**src/design/fic_pkg.sv**
```systemverilog
// Shared constants, types and status codes of the firmware image CRC checker.
// Depends on nothing; imported by every module of the block.
package fic_pkg;

  localparam int unsigned WORD_W   = 24;
  localparam int unsigned LEN_W    = 16;
  localparam int unsigned CRC_W    = 32;
  localparam int unsigned IDX_W    = 17;
  localparam int unsigned ADDR_W   = 3;
  localparam int unsigned DATA_W   = 32;
  // Destination plus 4*ceil(length/2) without wrap.
  localparam int unsigned END_W    = WORD_W + 1;

  localparam logic [CRC_W-1:0]  CRC_POLY      = 32'hEDB8_8320;
  localparam logic [CRC_W-1:0]  CRC_INIT      = 32'hFFFF_FFFF;
  localparam logic [WORD_W-1:0] VERSION_RESET = 24'd1;
  localparam logic [WORD_W-1:0] LIMIT_RESET   = 24'h00_AF00;

  // Word positions inside an image.
  localparam logic [IDX_W-1:0] IDX_VERSION = 17'd1;
  localparam logic [IDX_W-1:0] IDX_DEST    = 17'd2;
  localparam logic [IDX_W-1:0] IDX_HEADER  = 17'd3;

  // Register indexes on the configuration port.
  localparam logic REG_VERSION = 1'b0;
  localparam logic REG_LIMIT   = 1'b1;

  typedef enum logic [1:0] {
    STATUS_OK       = 2'd0,
    STATUS_BAD_VER  = 2'd1,
    STATUS_BAD_CRC  = 2'd2,
    STATUS_BAD_DEST = 2'd3
  } status_t;

  typedef struct packed {
    logic [WORD_W-1:0] expected_version;
    logic [WORD_W-1:0] address_limit;
  } cfg_t;

endpackage

```
**src/design/fic_crc_step.sv**
```systemverilog
// One word of the reflected CRC-32: the 24 shift steps flatten into an XOR network.
// Depends on fic_pkg.
module fic_crc_step
  import fic_pkg::*;
(
  input  logic [CRC_W-1:0]  crc_in,
  input  logic [WORD_W-1:0] word,
  output logic [CRC_W-1:0]  crc_out
);

  // The word enters the low bits first, then one LFSR shift per word bit.
  always_comb begin
    logic [CRC_W-1:0] c;
    c = crc_in ^ {{(CRC_W-WORD_W){1'b0}}, word};
    for (int k = 0; k < WORD_W; k++) begin
      if (c[0]) begin
        c = (c >> 1) ^ CRC_POLY;
      end else begin
        c = c >> 1;
      end
    end
    crc_out = c;
  end

endmodule

```
**src/design/fic_tracker.sv**
```systemverilog
// Image tracker: input register, per-image state, checks and result register.
// Depends on fic_pkg and fic_crc_step.
module fic_tracker
  import fic_pkg::*;
(
  input  logic              clk,
  input  logic              rst,
  input  cfg_t              cfg,
  input  logic [WORD_W-1:0] word,
  input  logic              start_req,
  input  logic              word_valid,
  output logic              word_stall,
  output logic [1:0]        status,
  output logic [WORD_W-1:0] computed_crc,
  output logic [WORD_W-1:0] destination,
  output logic [LEN_W-1:0]  length,
  output logic              result_valid,
  input  logic              result_stall
);

  // Input register.
  logic              in_valid;
  logic [WORD_W-1:0] in_word;
  logic              in_start;

  // Image state.
  logic              active;
  logic [IDX_W-1:0]  word_index;
  logic [CRC_W-1:0]  crc_reg;
  logic [WORD_W-1:0] image_crc;
  logic              version_bad;
  logic [WORD_W-1:0] dest_addr;
  logic [LEN_W-1:0]  payload_length;

  logic              word_take;
  logic              advance;
  logic              process;
  logic              done;
  logic [CRC_W-1:0]  crc_next;
  logic [LEN_W-1:0]  len_cur;
  logic [WORD_W-1:0] dest_cur;
  logic              ver_bad_cur;
  logic [WORD_W-1:0] fin_crc;
  logic [END_W-1:0]  end_addr;
  status_t           status_next;

  // The held word moves on unless a finished result is still stalled.
  assign advance    = in_valid && !(result_valid && result_stall);
  assign word_stall = in_valid && !advance;
  assign word_take  = word_valid && !word_stall;
  assign process    = advance && !in_start && active;

  always_ff @(posedge clk) begin
    if (rst) begin
      in_valid <= 1'b0;
    end else if (word_take) begin
      in_valid <= 1'b1;
    end else if (advance) begin
      in_valid <= 1'b0;
    end
  end

  always_ff @(posedge clk) begin
    if (word_take) begin
      in_word  <= word;
      in_start <= start_req;
    end
  end

  fic_crc_step u_crc (
    .crc_in  (crc_reg),
    .word    (in_word),
    .crc_out (crc_next)
  );

  // Header fields as they stand after this word.
  always_comb begin
    len_cur     = (word_index == IDX_HEADER) ? in_word[LEN_W-1:0] : payload_length;
    dest_cur    = (word_index == IDX_DEST) ? in_word : dest_addr;
    ver_bad_cur = (word_index == IDX_VERSION) ? (in_word != cfg.expected_version)
                                              : version_bad;
    done        = (word_index >= IDX_HEADER) &&
                  (word_index == ({1'b0, len_cur} + IDX_HEADER));
    fin_crc     = ~crc_next[WORD_W-1:0];
    end_addr    = {1'b0, dest_cur} +
                  END_W'(({1'b0, len_cur} + 17'd1) >> 1) * END_W'(4);
  end

  // Checks in priority order.
  always_comb begin
    if (ver_bad_cur) begin
      status_next = STATUS_BAD_VER;
    end else if (fin_crc != image_crc) begin
      status_next = STATUS_BAD_CRC;
    end else if ((len_cur != '0) && (end_addr >= {1'b0, cfg.address_limit})) begin
      status_next = STATUS_BAD_DEST;
    end else begin
      status_next = STATUS_OK;
    end
  end

  // Image state update.
  always_ff @(posedge clk) begin
    if (rst) begin
      active         <= 1'b0;
      word_index     <= '0;
      crc_reg        <= CRC_INIT;
      image_crc      <= '0;
      version_bad    <= 1'b0;
      dest_addr      <= '0;
      payload_length <= '0;
    end else if (advance && in_start) begin
      active      <= 1'b1;
      image_crc   <= in_word;
      crc_reg     <= CRC_INIT;
      word_index  <= IDX_VERSION;
      version_bad <= 1'b0;
    end else if (process) begin
      crc_reg        <= crc_next;
      version_bad    <= ver_bad_cur;
      dest_addr      <= dest_cur;
      payload_length <= len_cur;
      if (done) begin
        active     <= 1'b0;
        word_index <= '0;
      end else begin
        word_index <= word_index + 17'd1;
      end
    end
  end

  // Result register.
  always_ff @(posedge clk) begin
    if (rst) begin
      result_valid <= 1'b0;
    end else if (process && done) begin
      result_valid <= 1'b1;
    end else if (!result_stall) begin
      result_valid <= 1'b0;
    end
  end

  always_ff @(posedge clk) begin
    if (process && done) begin
      status       <= status_next;
      computed_crc <= fin_crc;
      destination  <= dest_cur;
      length       <= len_cur;
    end
  end

endmodule

```
**config.mk**
```make
export PLATFORM = sky130hd
export DESIGN_NAME = fic_tracker
export DESIGN_NICKNAME = d
export VERILOG_FILES = /design/src/design/fic_pkg.sv /design/src/design/fic_crc_step.sv /design/src/design/fic_tracker.sv
export SDC_FILE = /design/constraint.sdc
export NUM_CORES = 1
export LEC_CHECK = 0
export BUFFER_PORTS_ARGS = -buffer_cell sky130_fd_sc_hd__buf_4
export CORE_MARGIN = 2
export CORE_UTILIZATION = 60
export CTS_CLUSTER_DIAMETER = 50
export DETAILED_ROUTE_END_ITERATION = 8
export GPL_TIMING_DRIVEN = 0
export MAX_ROUTING_LAYER = met4
export PLACE_DENSITY = 0.81
export SLEW_MARGIN = 20
export SYNTH_ARGS = -nofsm -noshare
export SYNTH_HDL_FRONTEND = slang
export SYNTH_SLANG_ARGS = --single-unit
```
**constraint.sdc**
```tcl
create_clock -name clk -period 7.2 [get_ports clk]
set_input_delay 1.44 -clock clk [delete_from_list [all_inputs] [get_ports clk]]
set_output_delay 1.44 -clock clk [all_outputs]
set_load 0.03 [all_outputs]
```
=== Word level (Yosys, flattened, before mapping) ===
Cells that the tools add are included.

* Input port bits: 77
* Register bits after elaboration: 208
* Output and inout bits: 68

* Bitwise gates (word level): 27
* Add/sub/neg operators: 4
* Muxes and demuxes: 39
* Eq/ne operators: 7
* $lt $le $gt $ge: 2
* Reductions and logical operators: 21

{| class="wikitable"
|+ Operator list
! kind !! number
|-
| $mux 32 || 24
|-
| $not 13->14 || 24
|-
| $ne 24x24->1 || 2
|-
| $eq 17x2->1 const B || 2
|-
| $xor 32x24->32 || 1
|-
| $add 24x18->25 || 1
|-
| $ge 25x24->1 || 1
|-
| $mux 24 || 1
|-
| $not 24->24 || 1
|-
| $add 16x1->17 const B || 1
|-
| $add 16x2->17 const B || 1
|-
| $add 17x1->17 const B || 1
|-
| $eq 17x1->1 const B || 1
|-
| $eq 17x17->1 || 1
|-
| $ge 17x2->1 const B || 1
|-
| $mux 17 || 1
|-
| $mux 16 || 1
|-
| $reduce_bool 16->1 || 1
|-
| $logic_and 1x1->1 || 10
|-
| $mux 1 || 10
|-
| $reduce_bool 2->1 || 3
|-
| $logic_not 1->1 || 4
|-
| $mux 2 || 2
|-
| $reduce_and 2->1 || 2
|-
| other kinds (3) || 3
|}

=== Logic depth before layout (Yosys ltp) ===
Gate-level depths: netlist of the first run.

* Depth in word-level cells: 52
* Mapped depth: 32
* Mapped depth without buffers: 28

=== By module ===
Synthesis of the first run repeated with hierarchy kept, for this count alone.

* Cell total of the unflattened synthesis: 1,448
* Area total of the unflattened synthesis: 13,671.9 µm²

{| class="wikitable"
|+ By module, submodules not included
! module !! area each (µm²) !! times used !! cells an instance !! seq. area each (µm²)
|-
| fic_tracker || 11,457.2 || 1 || 1,249 || 5,074.9
|-
| fic_crc_step || 2,214.6 || 1 || 199 || 0.0
|}

=== Worst setup path before layout of the first run ===
No wires, ideal clock.

* Kind: reg2reg
* From: register word_index[12]
* To: register status[1] (data pin)
* Library setup time: 255 ps
* Stages on the path, launching flop included: 31
* Arrival: 6,373 ps
* Path slack: 573 ps
* Cells stage by stage: dfxtp_1 > clkbuf_1 > nor3_1 > and4_1 > nand2_1 > buf_2 > buf_2 > buf_1 > mux2i_1 > inv_1 > ha_1 > xnor2_1 > fa_1 > a21o_1 > a21oi_1 > nor2b_1 > o21a_1 > o41a_1 > a41oi_1 > a31oi_1 > a311o_1 > xnor2_1 > ha_1 > a21o_1 > a21o_1 > a21oi_1 > o21ai_0 > a21o_1 > a21oi_1 > a21oi_1 > o21ba_1

* Cells in the longest elaborated chain, start to end: 8
* Elaborated cells between the ends (all ways): 13
* Classes of those cells: add/sub: 2; order compare: 1; eq/ne: 3; mux: 5; reduce/logical: 2

{| class="wikitable"
|+ RTL lines
! what !! line !! RTL
|-
| start: declaration || fic_tracker.sv:28 || <nowiki>logic [IDX_W-1:0] word_index;</nowiki>
|-
| start signal: assignment || fic_tracker.sv:127 || <nowiki>word_index <= word_index + 17'd1;</nowiki>
|-
| $eq 17x2->1 * || fic_tracker.sv:78 || <nowiki>len_cur = (word_index == IDX_HEADER) ? in_word[LEN_W-1:0] : payload_length;</nowiki>
|-
| $mux 16 * || fic_tracker.sv:78 ||
|-
| net len_cur[1] || fic_tracker.sv:40 || <nowiki>logic [LEN_W-1:0] len_cur;</nowiki>
|-
| $add 16x1->17 || fic_tracker.sv:86 || <nowiki>END_W'(({1'b0, len_cur} + 17'd1) >> 1) * END_W'(4);</nowiki>
|-
| $add 24x18->25 || fic_tracker.sv:85 || <nowiki>end_addr = {1'b0, dest_cur} +</nowiki>
|-
| $ge 25x24->1 || fic_tracker.sv:95 || <nowiki>end else if ((len_cur != '0) && (end_addr >= {1'b0, cfg.address_limit})) begin</nowiki>
|-
| $logic_and 1x1->1 * || fic_tracker.sv:95 ||
|-
| $mux 2 * || fic_tracker.sv:95 ||
|-
| $mux 2 * || fic_tracker.sv:93 || <nowiki>end else if (fin_crc != image_crc) begin</nowiki>
|-
| end signal: assignment || fic_tracker.sv:145 || <nowiki>status <= status_next;</nowiki>
|-
| end: declaration || fic_tracker.sv:13 || <nowiki>output logic [1:0] status,</nowiki>
|}

Mark *: on every way through the listed nets, which the timed path passes. The rest lies on a longest branch.
A chain may end at the register's enable or synchronous reset.

=== Final worst setup path of the first run ===
* From: register word_index[8]
* To: register status[1] (data pin)

The elaborated chain is that of the path after synthesis.

==> Implementation_results.wiki, run 1 <==
{| class="wikitable"
! Metric !! Value
|-
| Result of the run || complete, no violations
|-
| Initial core utilization || approximately three fifths
|-
| Total of flip-flops plus latches after synthesis || 208
|-
| Sinks on the clock net || 208
|-
| Worst EP required || about 7.5 ns
|-
| Detailed-route wire length per cell || 21.4 um
|-
| Number of rows in the core area || 53
|-
| Max rail drop VDD || 0.338 mV
|-
| CP Class || reg2reg
|-
| Vias in the first global route || between 10k and 15k
|-
| Syn Std Cell Area || ~13000 um2
|-
| Minimum setup slack in the final design || between 0.3 and 0.4 ns
|-
| Die Width || ~150 um
|-
| Number of enable flip-flop cells after synthesis || 91
|-
| Worst stage delay on the critical path || between 0.4 and 0.5 ns
|-
| Pin count of the biggest net entering global routing || 56
|-
| Crit path launch type || flip-flop
|-
| Number of buffers created by CTS || 28
|-
| Total setup violations reported at the end of the flow || 0
|-
| Most common cell in the synthesized netlist || sky130_fd_sc_hd__xnor2_1
|-
| Gr ovfl total || 0
|-
| Area of the die || around 23000 um2
|-
| Final wirelength || between 30 and 40 mm
|-
| Detail-routed via count per cell || a little over 6
|-
| Number of nets in the final layout || approximately 1.6k
|-
| Area occupied by multi-input gates || ~7600 um2
|-
| Remaining routing DRC violations || 0
|-
| Number of placed instances with taps included || 1747
|-
| Pre-CTS setup slack || -0.678 ns
|-
| Antenna violations before repair || 0
|-
| Share of the yosys chip area belonging to registers || about two fifths
|-
| Final design instance area without fill || 15600 um2
|-
| Maximum capacitance violations || 0
|-
| Distinct cells, synth || 65
|-
| Clock insertion delay at the later pin of the skew report || approximately 0.54 ns
|-
| Clock tree from TritonCTS || yes
|-
| Clock period minus worst slack || 6.90 ns
|-
| Number of detailed-routing iterations run before antenna repair || 5
|-
| Count of fill cells added during filler insertion || about 1.6k
|-
| First-iteration detailed-routing DRC count || 1051
|-
| Highest net fanout along the worst path || 19
|-
| Input/output buffers || ~140
|-
| Worst Clk Skew || 0.0138 ns
|-
| Instance count of the mapped netlist || 1327
|-
| Most used flip-flop cell after synthesis || sky130_fd_sc_hd__dfxtp_1
|-
| Fraction of registers with async set/reset || 0%
|-
| Wire length of the first global-routing pass || 58.1 mm
|-
| Slew headroom || between 10% and 20%
|-
| Number of flip-flops under the largest register name || 32
|-
| Fraction of layout cells with a size suffix above 1 || 17.1%
|-
| Post-Syn Nets || between 1k and 1.5k
|-
| Sequential cell area || between 5000 and 6000 um2
|-
| Total routing resource utilization after global routing || approximately a third
|-
| Power density normalized to cell area || 392 nW/um2
|-
| Share of the cycle needed by the critical path after routing || about 96%
|-
| Worst Hold Class || reg2reg
|-
| Number of hold-slack violations in the final timing report || 0
|-
| Placed instance area || 14500 um2
|-
| Estimated wirelength of the detail-placed design || roughly 30 mm
|-
| Top-level port count || roughly 150
|-
| Commonest cells in the synthesized netlist || sky130_fd_sc_hd__xnor2_1, sky130_fd_sc_hd__nand2_1, sky130_fd_sc_hd__dfxtp_1
|-
| Mean cell area of the mapped netlist || just under 10 um2
|-
| Leakage component of the power || 6.69 nW
|-
| Slowest stage cell, crit path || sky130_fd_sc_hd__a311o_1
|-
| Setup TNS || 0 ns
|-
| Antenna cell count || 0
|-
| Largest cells by area after synthesis || sky130_fd_sc_hd__edfxtp_1, sky130_fd_sc_hd__dfxtp_1, sky130_fd_sc_hd__xnor2_1, sky130_fd_sc_hd__nand2_1, sky130_fd_sc_hd__ha_1
|-
| Post-route insts no fill || between 1.5k and 2k
|-
| Height of the die || 152 um
|-
| Count of vias placed by the detailed router || 10.9k
|-
| Clock Root Buffer || sky130_fd_sc_hd__clkbuf_16
|-
| Share of the core filled with cells || between 70 and 80%
|-
| Layout area overhead || 19.0%
|-
| Synth warn || 0
|-
| Crit path arrival time || approximately 7.2 ns
|-
| Antenna-violating nets left || 0
|-
| Placeable Area || around 21000 um2
|-
| Setup slack, reg-to-reg || 0.30 ns
|-
| Level count of the clock H-tree || 1
|-
| Fmax || 0.145 GHz
|-
| Final max-slew violation count || 0
|-
| Placer Congestion || between 1 and 1.5
|-
| Most area-hungry cell type in the Yosys netlist || sky130_fd_sc_hd__edfxtp_1
|-
| Clock edge transition at the registers on the reported setup and hold paths || roughly 0.060 ns
|-
| Area share of the leading cell type in the synthesized netlist || a little over a fifth
|-
| Critical Path Sink Type || flip-flop
|-
| Maximum number of buffers from clock root to sink || 3
|-
| Slew at the pin closest to its max-slew limit || approximately 1.2 ns
|}
[layout by cell type (no fill, tap or decap), types with 4 or more instances in the layout]
master,synthesis,layout
sky130_fd_sc_hd__a211oi_1,33,33
sky130_fd_sc_hd__a21o_1,10,10
sky130_fd_sc_hd__a21oi_1,70,70
sky130_fd_sc_hd__a31oi_1,6,6
sky130_fd_sc_hd__and2_1,4,4
sky130_fd_sc_hd__and3_1,14,13
sky130_fd_sc_hd__buf_1,5,4
sky130_fd_sc_hd__buf_2,10,8
sky130_fd_sc_hd__buf_4,1,146
sky130_fd_sc_hd__clkbuf_1,43,44
sky130_fd_sc_hd__clkbuf_16,0,31
sky130_fd_sc_hd__dfxtp_1,117,117
sky130_fd_sc_hd__edfxtp_1,91,91
sky130_fd_sc_hd__ha_1,47,47
sky130_fd_sc_hd__inv_1,60,60
sky130_fd_sc_hd__inv_6,0,4
sky130_fd_sc_hd__mux2_2,18,18
sky130_fd_sc_hd__mux2i_1,29,27
sky130_fd_sc_hd__nand2_1,170,169
sky130_fd_sc_hd__nand2b_1,4,4
sky130_fd_sc_hd__nand3_1,28,28
sky130_fd_sc_hd__nand4_1,27,27
sky130_fd_sc_hd__nor2_1,78,78
sky130_fd_sc_hd__nor2b_1,6,5
sky130_fd_sc_hd__nor3_1,19,18
sky130_fd_sc_hd__nor3b_1,4,4
sky130_fd_sc_hd__nor4_1,13,10
sky130_fd_sc_hd__o211ai_1,36,36
sky130_fd_sc_hd__o21a_1,6,6
sky130_fd_sc_hd__o21ai_0,16,16
sky130_fd_sc_hd__o21bai_1,8,8
sky130_fd_sc_hd__xnor2_1,205,205
sky130_fd_sc_hd__xnor2_2,10,10
sky130_fd_sc_hd__xnor3_1,18,18
sky130_fd_sc_hd__xnor3_2,5,5
sky130_fd_sc_hd__xor2_1,67,67
sky130_fd_sc_hd__xor2_2,6,6
[through the flow]
stage | power (mW) | hold WS [ns]
4_1_cts | 6.03 | 0.454
3_3_place_gp | 4.62 | 0.438
6_report | 6.10 | 0.454
3_5_place_dp | 4.66 | 0.446
5_1_grt | 6.31 | 0.475
2_1_floorplan | 3.79 | 0.433
[where the power goes]
part           switching, mW  internal (mW)
sequential            0.0248           1.40
clock                  0.542          0.824
combinational           1.97           1.34
total                   2.54           3.56
[final timing paths]
| path | from | to | cells past startpoint |
|---|---|---|---|
| hold / removal | dest_addr[15] | dest_addr[15] | 2 |
| setup / recovery | word_index[8] | status[1] | 28 |
| setup reg to reg | word_index[8] | status[1] | 28 |
| hold reg to reg | dest_addr[15] | dest_addr[15] | 2 |
[routing by layer]
metal | vias to the layer above | track usage [%] | wire [um]
li1 | 4963 | - | -
met1 | 5202 | 49.0 | 16200
met2 | 600 | 52.4 | 17000
met3 | 85 | 5.69 | 4100
met4 | 0 | 7.92 | 989
met5 | - | - | 0
[worst max-delay path, delay by kind of cell, from the launching register on]
kind	cells	cell delay (ns)
buffers and inverters	3	0.60
AO/OA/AOI/OAI	15	3.17
AND/OR/NAND/NOR	4	0.81
flip-flops	1	0.38
adder cells (fa/ha/maj)	3	1.04
XOR/XNOR	2	0.36
multiplexers	1	0.26
[final cells by class]
cell class | instances | area share, %
multi-input combinational | 1000 | 49.0
sequential | 208 | 32.6
timing repair buffer | 147 | 7.24
clock buffer | 40 | 5.40
tap | 275 | 2.21
buffer | 54 | 1.47
inverter | 60 | 1.45
clock inverter | 12 | 0.627
[cells by family (layout without fill, tap and decap cells)]
group | Yosys count | after routing | share of synthesized area, %
compound gates | 210 | 210 | 10.6
xor+xnor | 318 | 318 | 25.6
fa+ha+maj | 48 | 48 | 4.65
buf+inv | 119 | 313 | 3.54
flops | 208 | 208 | 38.8
mux | 47 | 47 | 3.77
simple gates | 377 | 377 | 13.0
[what timing repair did]
item                       CTS  global route
hold buffers                 0             0
cloned                       0             0
setup endpoints to repair    2             2
pin swaps                    0             1
setup buffers                0             2
resized for setup            5            11
Power figures use the tool's default switching activity.
==> inputs of run 2 (changes only) <==
--- a/config.mk
+++ b/config.mk
@@ -6,13 +6,16 @@
 export NUM_CORES = 1
 export LEC_CHECK = 0
 export BUFFER_PORTS_ARGS = -buffer_cell sky130_fd_sc_hd__buf_4
+export CELL_PAD_IN_SITES_DETAIL_PLACEMENT = 1
+export CELL_PAD_IN_SITES_GLOBAL_PLACEMENT = 2
 export CORE_MARGIN = 2
-export CORE_UTILIZATION = 60
+export CORE_UTILIZATION = 38
 export CTS_CLUSTER_DIAMETER = 50
 export DETAILED_ROUTE_END_ITERATION = 8
+export GPL_ROUTABILITY_DRIVEN = 0
 export GPL_TIMING_DRIVEN = 0
 export MAX_ROUTING_LAYER = met4
-export PLACE_DENSITY = 0.81
+export PLACE_DENSITY_LB_ADDON = 0.1
 export SLEW_MARGIN = 20
 export SYNTH_ARGS = -nofsm -noshare
 export SYNTH_HDL_FRONTEND = slang
==> Implementation_results.wiki, run 2 (synthesized netlist as in run 1, its figures left out) <==
{| class="wikitable"
! Metric !! Value
|-
| Result of the run || complete, no violations
|-
| CP Class || reg2reg
|-
| Number of hold-slack violations in the final timing report || 0
|-
| Share of the core filled with cells || a little under half
|-
| Height of the die || around 190 um
|-
| Cell depth of the worst flop-to-flop path || 28
|-
| Max rail drop VDD || approximately 0.38 mV
|-
| Cts hold-fix bufs || 0
|-
| Slew headroom || 31.7%
|-
| Crit path arrival time || 7.16 ns
|-
| Total routing resource utilization after global routing || around 25%
|-
| Worst flop-to-flop path startpoint || word_index[2]
|-
| Commonest cells after routing, fill and taps aside || sky130_fd_sc_hd__xnor2_1, sky130_fd_sc_hd__nand2_1, sky130_fd_sc_hd__buf_4
|-
| Pre-CTS setup slack || -0.992 ns
|-
| Commonest non-fill, non-tap cell in the layout || sky130_fd_sc_hd__xnor2_1
|-
| Count of vias placed by the detailed router || 10.5k
|-
| Minimum hold slack || 0.453 ns
|-
| Placeable Area || around 34000 um2
|-
| Critical Path Sink Type || flip-flop
|-
| Worst setup startpoint || word_index[2]
|-
| Cell family with most CP delay || compound AO/OA/AOI/OAI gates
|-
| Antenna-violating nets left || 0
|-
| Number of nets in the final layout || about 1.6k
|-
| Register share of total power || about a quarter
|-
| Number of detailed-routing iterations run before antenna repair || 5
|-
| Detail-routed via count per cell || 5.32
|-
| Detailed-route wire length per cell || 22.2 um
|-
| Slew at the pin closest to its max-slew limit || 1.02 ns
|-
| Int Pwr || between 3 and 4 mW
|-
| Final max-slew violation count || 0
|-
| Reg-to-reg critical path endpoint || status[1]
|-
| Worst EP required || between 7 and 8 ns
|-
| First-iteration detailed-routing DRC count || a little over 600
|-
| Number of placed instances with taps included || 1921
|-
| Fmax || 0.146 GHz
|-
| Vias in the first global route || between 10k and 15k
|-
| Maximum number of buffers from clock root to sink || 3
|-
| Number of buffer and inverter instances along the worst setup path || 3
|-
| Wire length of the first global-routing pass || 66.2 mm
|-
| Count of fill cells added during filler insertion || ~3.8k
|-
| Layout area overhead || 21.2%
|-
| End point of the critical path || status[1]
|-
| Share of the cycle needed by the critical path after routing || between 90% and 100%
|-
| Power density normalized to cell area || approximately 390 nW/um2
|-
| Estimated wirelength of the detail-placed design || about 34 mm
|-
| Setup TNS || 0 ns
|-
| Total setup violations reported at the end of the flow || 0
|-
| Worst Clk Skew || between 0.02 and 0.03 ns
|-
| Clock period minus worst slack || 6.85 ns
|-
| Slowest stage cell, crit path || sky130_fd_sc_hd__ha_1
|-
| Area of the die || about 36000 um2
|-
| Gr ovfl total || 0
|-
| Sinks on the clock net || about 210
|-
| Final wirelength || between 40 and 50 mm
|-
| Remaining routing DRC violations || 0
|-
| Stages on worst setup path || 28
|-
| Minimum setup slack in the final design || 0.350 ns
|-
| Maximum capacitance violations || 0
|-
| Clock insertion delay at the later pin of the skew report || ~0.58 ns
|-
| Pin count of the biggest net entering global routing || 53
|-
| Worst Hold Class || reg2reg
|-
| Input/output buffers || between 100 and 150
|-
| Clock edge transition at the registers on the reported setup and hold paths || approximately 0.06 ns
|-
| Clock Root Buffer || sky130_fd_sc_hd__clkbuf_16
|-
| Antenna violations before repair || 0
|-
| Clock tree from TritonCTS || yes
|-
| Logic gate share of total power || 53.9%
|-
| Worst stage delay on the critical path || approximately 0.43 ns
|-
| Number of rows in the core area || 67
|-
| Number of flip-flops under the largest register name || 32
|-
| Setup slack, reg-to-reg || between 0.3 and 0.4 ns
|-
| Highest net fanout along the worst path || 10
|-
| Die Width || roughly 190 um
|-
| Power spent charging and discharging nets || between 2 and 3 mW
|-
| Antenna cell count || 0
|-
| Initial core utilization || between 30% and 40%
|-
| Post-route insts no fill || ~2k
|-
| Level count of the clock H-tree || 1
|-
| Clk network pwr share || a little under a quarter
|-
| Leakage component of the power || approximately 6.7 nW
|-
| Top-level port count || about 150
|-
| Switching Fraction || between 40% and 50%
|-
| Fraction of layout cells with a size suffix above 1 || between 10% and 20%
|-
| Number of buffers created by CTS || 30
|-
| Crit path launch type || flip-flop
|}
[run 2: worst min-delay path by stage]
stage,start,endpoint,depth (start not counted)
2_1_floorplan,dest_addr[10],dest_addr[10],2
3_3_place_gp,dest_addr[6],dest_addr[6],2
3_5_place_dp,dest_addr[13],dest_addr[13],2
4_1_cts,dest_addr[13],dest_addr[13],2
5_1_grt,dest_addr[4],dest_addr[4],2
6_report,dest_addr[6],dest_addr[6],2
[run 2: timing repair]
| action | 4_1_cts | 5_1_grt |
|---|---|---|
| buffers inserted | 1 | 1 |
| pin swaps | 0 | 2 |
| endpoints found under the setup margin | 2 | 2 |
| resized for setup | 11 | 15 |
[run 2: per-stage QoR]
stage	total power, mW	area [um2]
final	6.14	15800
after global routing	6.45	15800
after CTS	6.16	15800
after detailed placement	4.74	14800
after global placement	4.72	14700
after floorplan	3.79	13100
[run 2: power groups by stage]
stage	Combinational (mW)	Sequential, mW	Clock, mW
floorplan	2.35	1.44	0
global placement	3.27	1.45	0
detailed placement	3.28	1.45	0
CTS	3.30	1.43	1.43
global route	3.54	1.43	1.49
finish	3.31	1.43	1.40
[run 2: final cells by class]
type | count | area, um2 | area share [%]
flip-flops and latches | 208 | 5080 | 32.1
clock inverters | 18 | 145 | 0.917
repair buffers | 148 | 1150 | 7.25
well taps | 448 | 561 | 3.54
plain buffers | 55 | 238 | 1.50
inverters | 60 | 225 | 1.42
multi-input cells | 1000 | 7640 | 48.2
clock buffers | 38 | 802 | 5.07
[run 2: tightest hold or removal path, delay by kind of cell, from the launching register on]
family             cells  cell delay (ns)
DFF                    1             0.30
and+or+nand+nor        1             0.05
AOI/OAI and AO/OA      1             0.05
[run 2: per-layer routing]
layer	up-vias	global-route usage (%)	part of all wire (%)
met2	283	36.9	43
met1	5199	37.2	50
met4	0	5.49	1.7
li1	4980	-	-
met5	-	-	0
met3	49	3.00	5.6
==> inputs of run 3 (changes only) <==
--- a/config.mk
+++ b/config.mk
@@ -14,8 +14,10 @@
 export DETAILED_ROUTE_END_ITERATION = 8
 export GPL_ROUTABILITY_DRIVEN = 0
 export GPL_TIMING_DRIVEN = 0
+export HOLD_SLACK_MARGIN = 0.03
 export MAX_ROUTING_LAYER = met4
 export PLACE_DENSITY_LB_ADDON = 0.1
+export REMOVE_ABC_BUFFERS = 1
 export SLEW_MARGIN = 20
 export SYNTH_ARGS = -nofsm -noshare
 export SYNTH_HDL_FRONTEND = slang
==> Implementation_results.wiki, run 3 (synthesized netlist as in run 1, its figures left out) <==
{| class="wikitable"
! Metric !! Value
|-
| Number of placed instances with taps included || 1866
|-
| Antenna-violating nets left || 0
|-
| Total setup violations reported at the end of the flow || 0
|-
| Die Width || approximately 190 um
|-
| Share of the cycle needed by the critical path after routing || a little over 90%
|-
| GR Layer Usage met1 || 31.7%
|-
| Worst EP required || 7.47 ns
|-
| Commonest cells after routing, fill and taps aside || sky130_fd_sc_hd__xnor2_1, sky130_fd_sc_hd__nand2_1, sky130_fd_sc_hd__buf_4
|-
| Setup slack, reg-to-reg || between 0.4 and 0.5 ns
|-
| Number of nets in the final layout || 1584
|-
| Total routing resource utilization after global routing || 24.2%
|-
| Layout area overhead || 21.8%
|-
| Post-route insts no fill || 1932
|-
| Result of the run || complete, no violations
|-
| Pin count of the biggest net entering global routing || between 70 and 80
|-
| Cell family with most CP delay || compound AO/OA/AOI/OAI gates
|-
| Worst flop-to-flop path startpoint || word_index[12]
|-
| Number of rows in the core area || 67
|-
| Commonest non-fill, non-tap cell in the layout || sky130_fd_sc_hd__xnor2_1
|-
| Detailed-route wire length per cell || about 22 um
|-
| Top-level port count || between 100 and 150
|-
| Wire length of the first global-routing pass || 63.6 mm
|-
| Post-route total power || about 6.3 mW
|-
| Clock tree from TritonCTS || yes
|-
| Remaining routing DRC violations || 0
|-
| Cell mode on critical path || sky130_fd_sc_hd__a21o_1
|-
| Setup TNS || 0 ns
|-
| Slowest stage cell, crit path || sky130_fd_sc_hd__ha_1
|-
| Final max-slew violation count || 0
|-
| Detail-routed via count per cell || ~5.2
|-
| Hold EP || dest_addr[5]
|-
| Crit path launch type || flip-flop
|-
| Level count of the clock H-tree || 2
|-
| Final wirelength || between 40 and 50 mm
|-
| Area occupied by multi-input gates || approximately 7700 um2
|-
| Area of the die || 35900 um2
|-
| Number of flip-flops under the largest register name || 32
|-
| Number of buffers created by CTS || 34
|-
| Worst Clk Skew || between 0.02 and 0.025 ns
|-
| Initial core utilization || 38.8%
|-
| Worst Hold Class || reg2reg
|-
| Number of hold-slack violations in the final timing report || 0
|-
| Fraction of layout cells with a size suffix above 1 || between 10% and 20%
|-
| Maximum number of buffers from clock root to sink || 3
|-
| Clock Root Buffer || sky130_fd_sc_hd__clkbuf_16
|-
| Placeable Area || 33700 um2
|-
| Sequential cell area || a little over 5000 um2
|-
| Slew at the pin closest to its max-slew limit || about 1.2 ns
|-
| Estimated wirelength of the detail-placed design || 31.2 mm
|-
| Number of stages on the worst hold path || 2
|-
| Height of the die || about 190 um
|-
| Min-delay src || dest_addr[5]
|-
| Layer with the highest usage after global routing || met2
|-
| CP Class || reg2reg
|-
| Number of buffer and inverter instances along the worst setup path || 0
|-
| Antenna cell count || 0
|-
| Count of fill cells added during filler insertion || roughly 3.8k
|-
| Unrepaired setup endpoints after global routing || false
|-
| Crit path arrival time || around 7 ns
|-
| Count of vias placed by the detailed router || 10.1k
|-
| Sinks on the clock net || between 200 and 250
|-
| Antenna violations before repair || 0
|-
| Gr ovfl total || 0
|-
| Maximum capacitance violations || 0
|-
| Power density normalized to cell area || just under 400 nW/um2
|-
| Vias in the first global route || roughly 10k
|-
| Fraction of met2 tracks used by global routing || roughly 39%
|-
| Cell depth of the worst flop-to-flop path || 25
|-
| Input/output buffers || between 100 and 150
|-
| Worst stage delay on the critical path || 0.46 ns
|-
| Number of detailed-routing iterations run before antenna repair || 4
|-
| Clock edge transition at the registers on the reported setup and hold paths || about 0.06 ns
|-
| Highest net fanout along the worst path || 29
|-
| Fmax || between 0.1 and 0.15 GHz
|-
| Clock period minus worst slack || slightly below 7 ns
|-
| Slew headroom || around 22%
|-
| Share of the core filled with cells || about 47%
|-
| Reg-to-reg critical path endpoint || status[1]
|-
| First-iteration detailed-routing DRC count || around 500
|-
| Clock insertion delay at the later pin of the skew report || approximately 0.52 ns
|-
| Cts hold-fix bufs || 0
|-
| Max rail drop VDD || a little under 0.3 mV
|-
| Leakage component of the power || 6.74 nW
|-
| Critical Path Sink Type || flip-flop
|-
| Met3 Use GR || ~4.2%
|}
## run 3: cell count changes in the layout (fill, tap and decap cells not counted), moves of 3 or more
cell	delta
sky130_fd_sc_hd__inv_6	+4
sky130_fd_sc_hd__clkbuf_16	+4
sky130_fd_sc_hd__buf_12	+4
sky130_fd_sc_hd__dfxtp_1	+3
sky130_fd_sc_hd__clkbuf_1	-41
sky130_fd_sc_hd__buf_2	-8
sky130_fd_sc_hd__clkbuf_8	+3
sky130_fd_sc_hd__buf_1	-5
sky130_fd_sc_hd__dfxtp_2	-3
## run 3: through the flow
| step | setup slack [ns] | hold slack, ns | area (um2) |
|---|---|---|---|
| CTS | 0.0609 | 0.454 | 15800 |
| global route | 0.0605 | 0.477 | 15900 |
| detailed placement | -1.18 | 0.447 | 14700 |
| finish | 0.475 | 0.455 | 15900 |
| floorplan | 0.396 | 0.427 | 12800 |
| global placement | -1.88 | 0.438 | 14500 |
## run 3: report_power, final
part	internal, mW	switching, mW	leakage, nW
combinational	1.33	1.86	4.32
clock	1.00	0.603	0.538
sequential	1.40	0.0554	1.88
## run 3: worst reg2reg max path, stage by stage (launching register included)
cell and delay (ns):
sky130_fd_sc_hd__dfxtp_1 0.39, sky130_fd_sc_hd__nor3_1 0.34, sky130_fd_sc_hd__and4_4 0.36, sky130_fd_sc_hd__nand2_8 0.20, sky130_fd_sc_hd__mux2i_4 0.31, sky130_fd_sc_hd__ha_1 0.46, sky130_fd_sc_hd__ha_1 0.26, sky130_fd_sc_hd__fa_1 0.42
sky130_fd_sc_hd__a21o_1 0.19, sky130_fd_sc_hd__a21oi_2 0.22, sky130_fd_sc_hd__nor2b_1 0.08, sky130_fd_sc_hd__o21a_1 0.20, sky130_fd_sc_hd__o41a_1 0.39, sky130_fd_sc_hd__a41oi_2 0.29, sky130_fd_sc_hd__a31oi_1 0.18, sky130_fd_sc_hd__a311o_1 0.45
sky130_fd_sc_hd__xnor2_1 0.16, sky130_fd_sc_hd__ha_1 0.30, sky130_fd_sc_hd__a21o_1 0.16, sky130_fd_sc_hd__a21o_1 0.16, sky130_fd_sc_hd__a21oi_1 0.15, sky130_fd_sc_hd__o21ai_0 0.10, sky130_fd_sc_hd__a21o_1 0.16, sky130_fd_sc_hd__a21oi_1 0.23
sky130_fd_sc_hd__a21oi_1 0.10, sky130_fd_sc_hd__o21ba_1 0.23
## run 3: worst max path at each step
| stage | start | end | slack, ns | cells past startpoint |
|---|---|---|---|---|
| finish | word_index[12] | status[1] | 0.47 | 25 |
| global route | word_index[16] | status[1] | 0.06 | 26 |
| CTS | word_index[16] | status[1] | 0.06 | 26 |
| detailed placement | word_index[9] | status[1] | -1.18 | 26 |
| global placement | result_stall | computed_crc[15] | -1.88 | 5 |
| floorplan | word_index[8] | status[1] | 0.40 | 26 |
## run 3: cell type report
cell class,instances,area share [%]
Clock buffer,41,5.83
Clock inverter,20,1.17
Inverter,60,1.41
Multi-Input combinational cell,1000,48.3
Sequential cell,208,31.9
Tap cell,448,3.52
Timing Repair Buffer,155,7.92
## run 3: per-layer routing
layer,up-vias,wire length [um]
met3,60,1700
met5,-,0
met2,205,19800
met1,4941,19500
met4,0,813
li1,4893,-
## run 3: what timing repair did
item | 4_1_cts | 5_1_grt
pin swaps | 1 | 1
gates resized for setup | 9 | 11
buffers inserted | 2 | 3
endpoints found under the setup margin | 2 | 2
endpoints found under the hold margin | 0 | 0
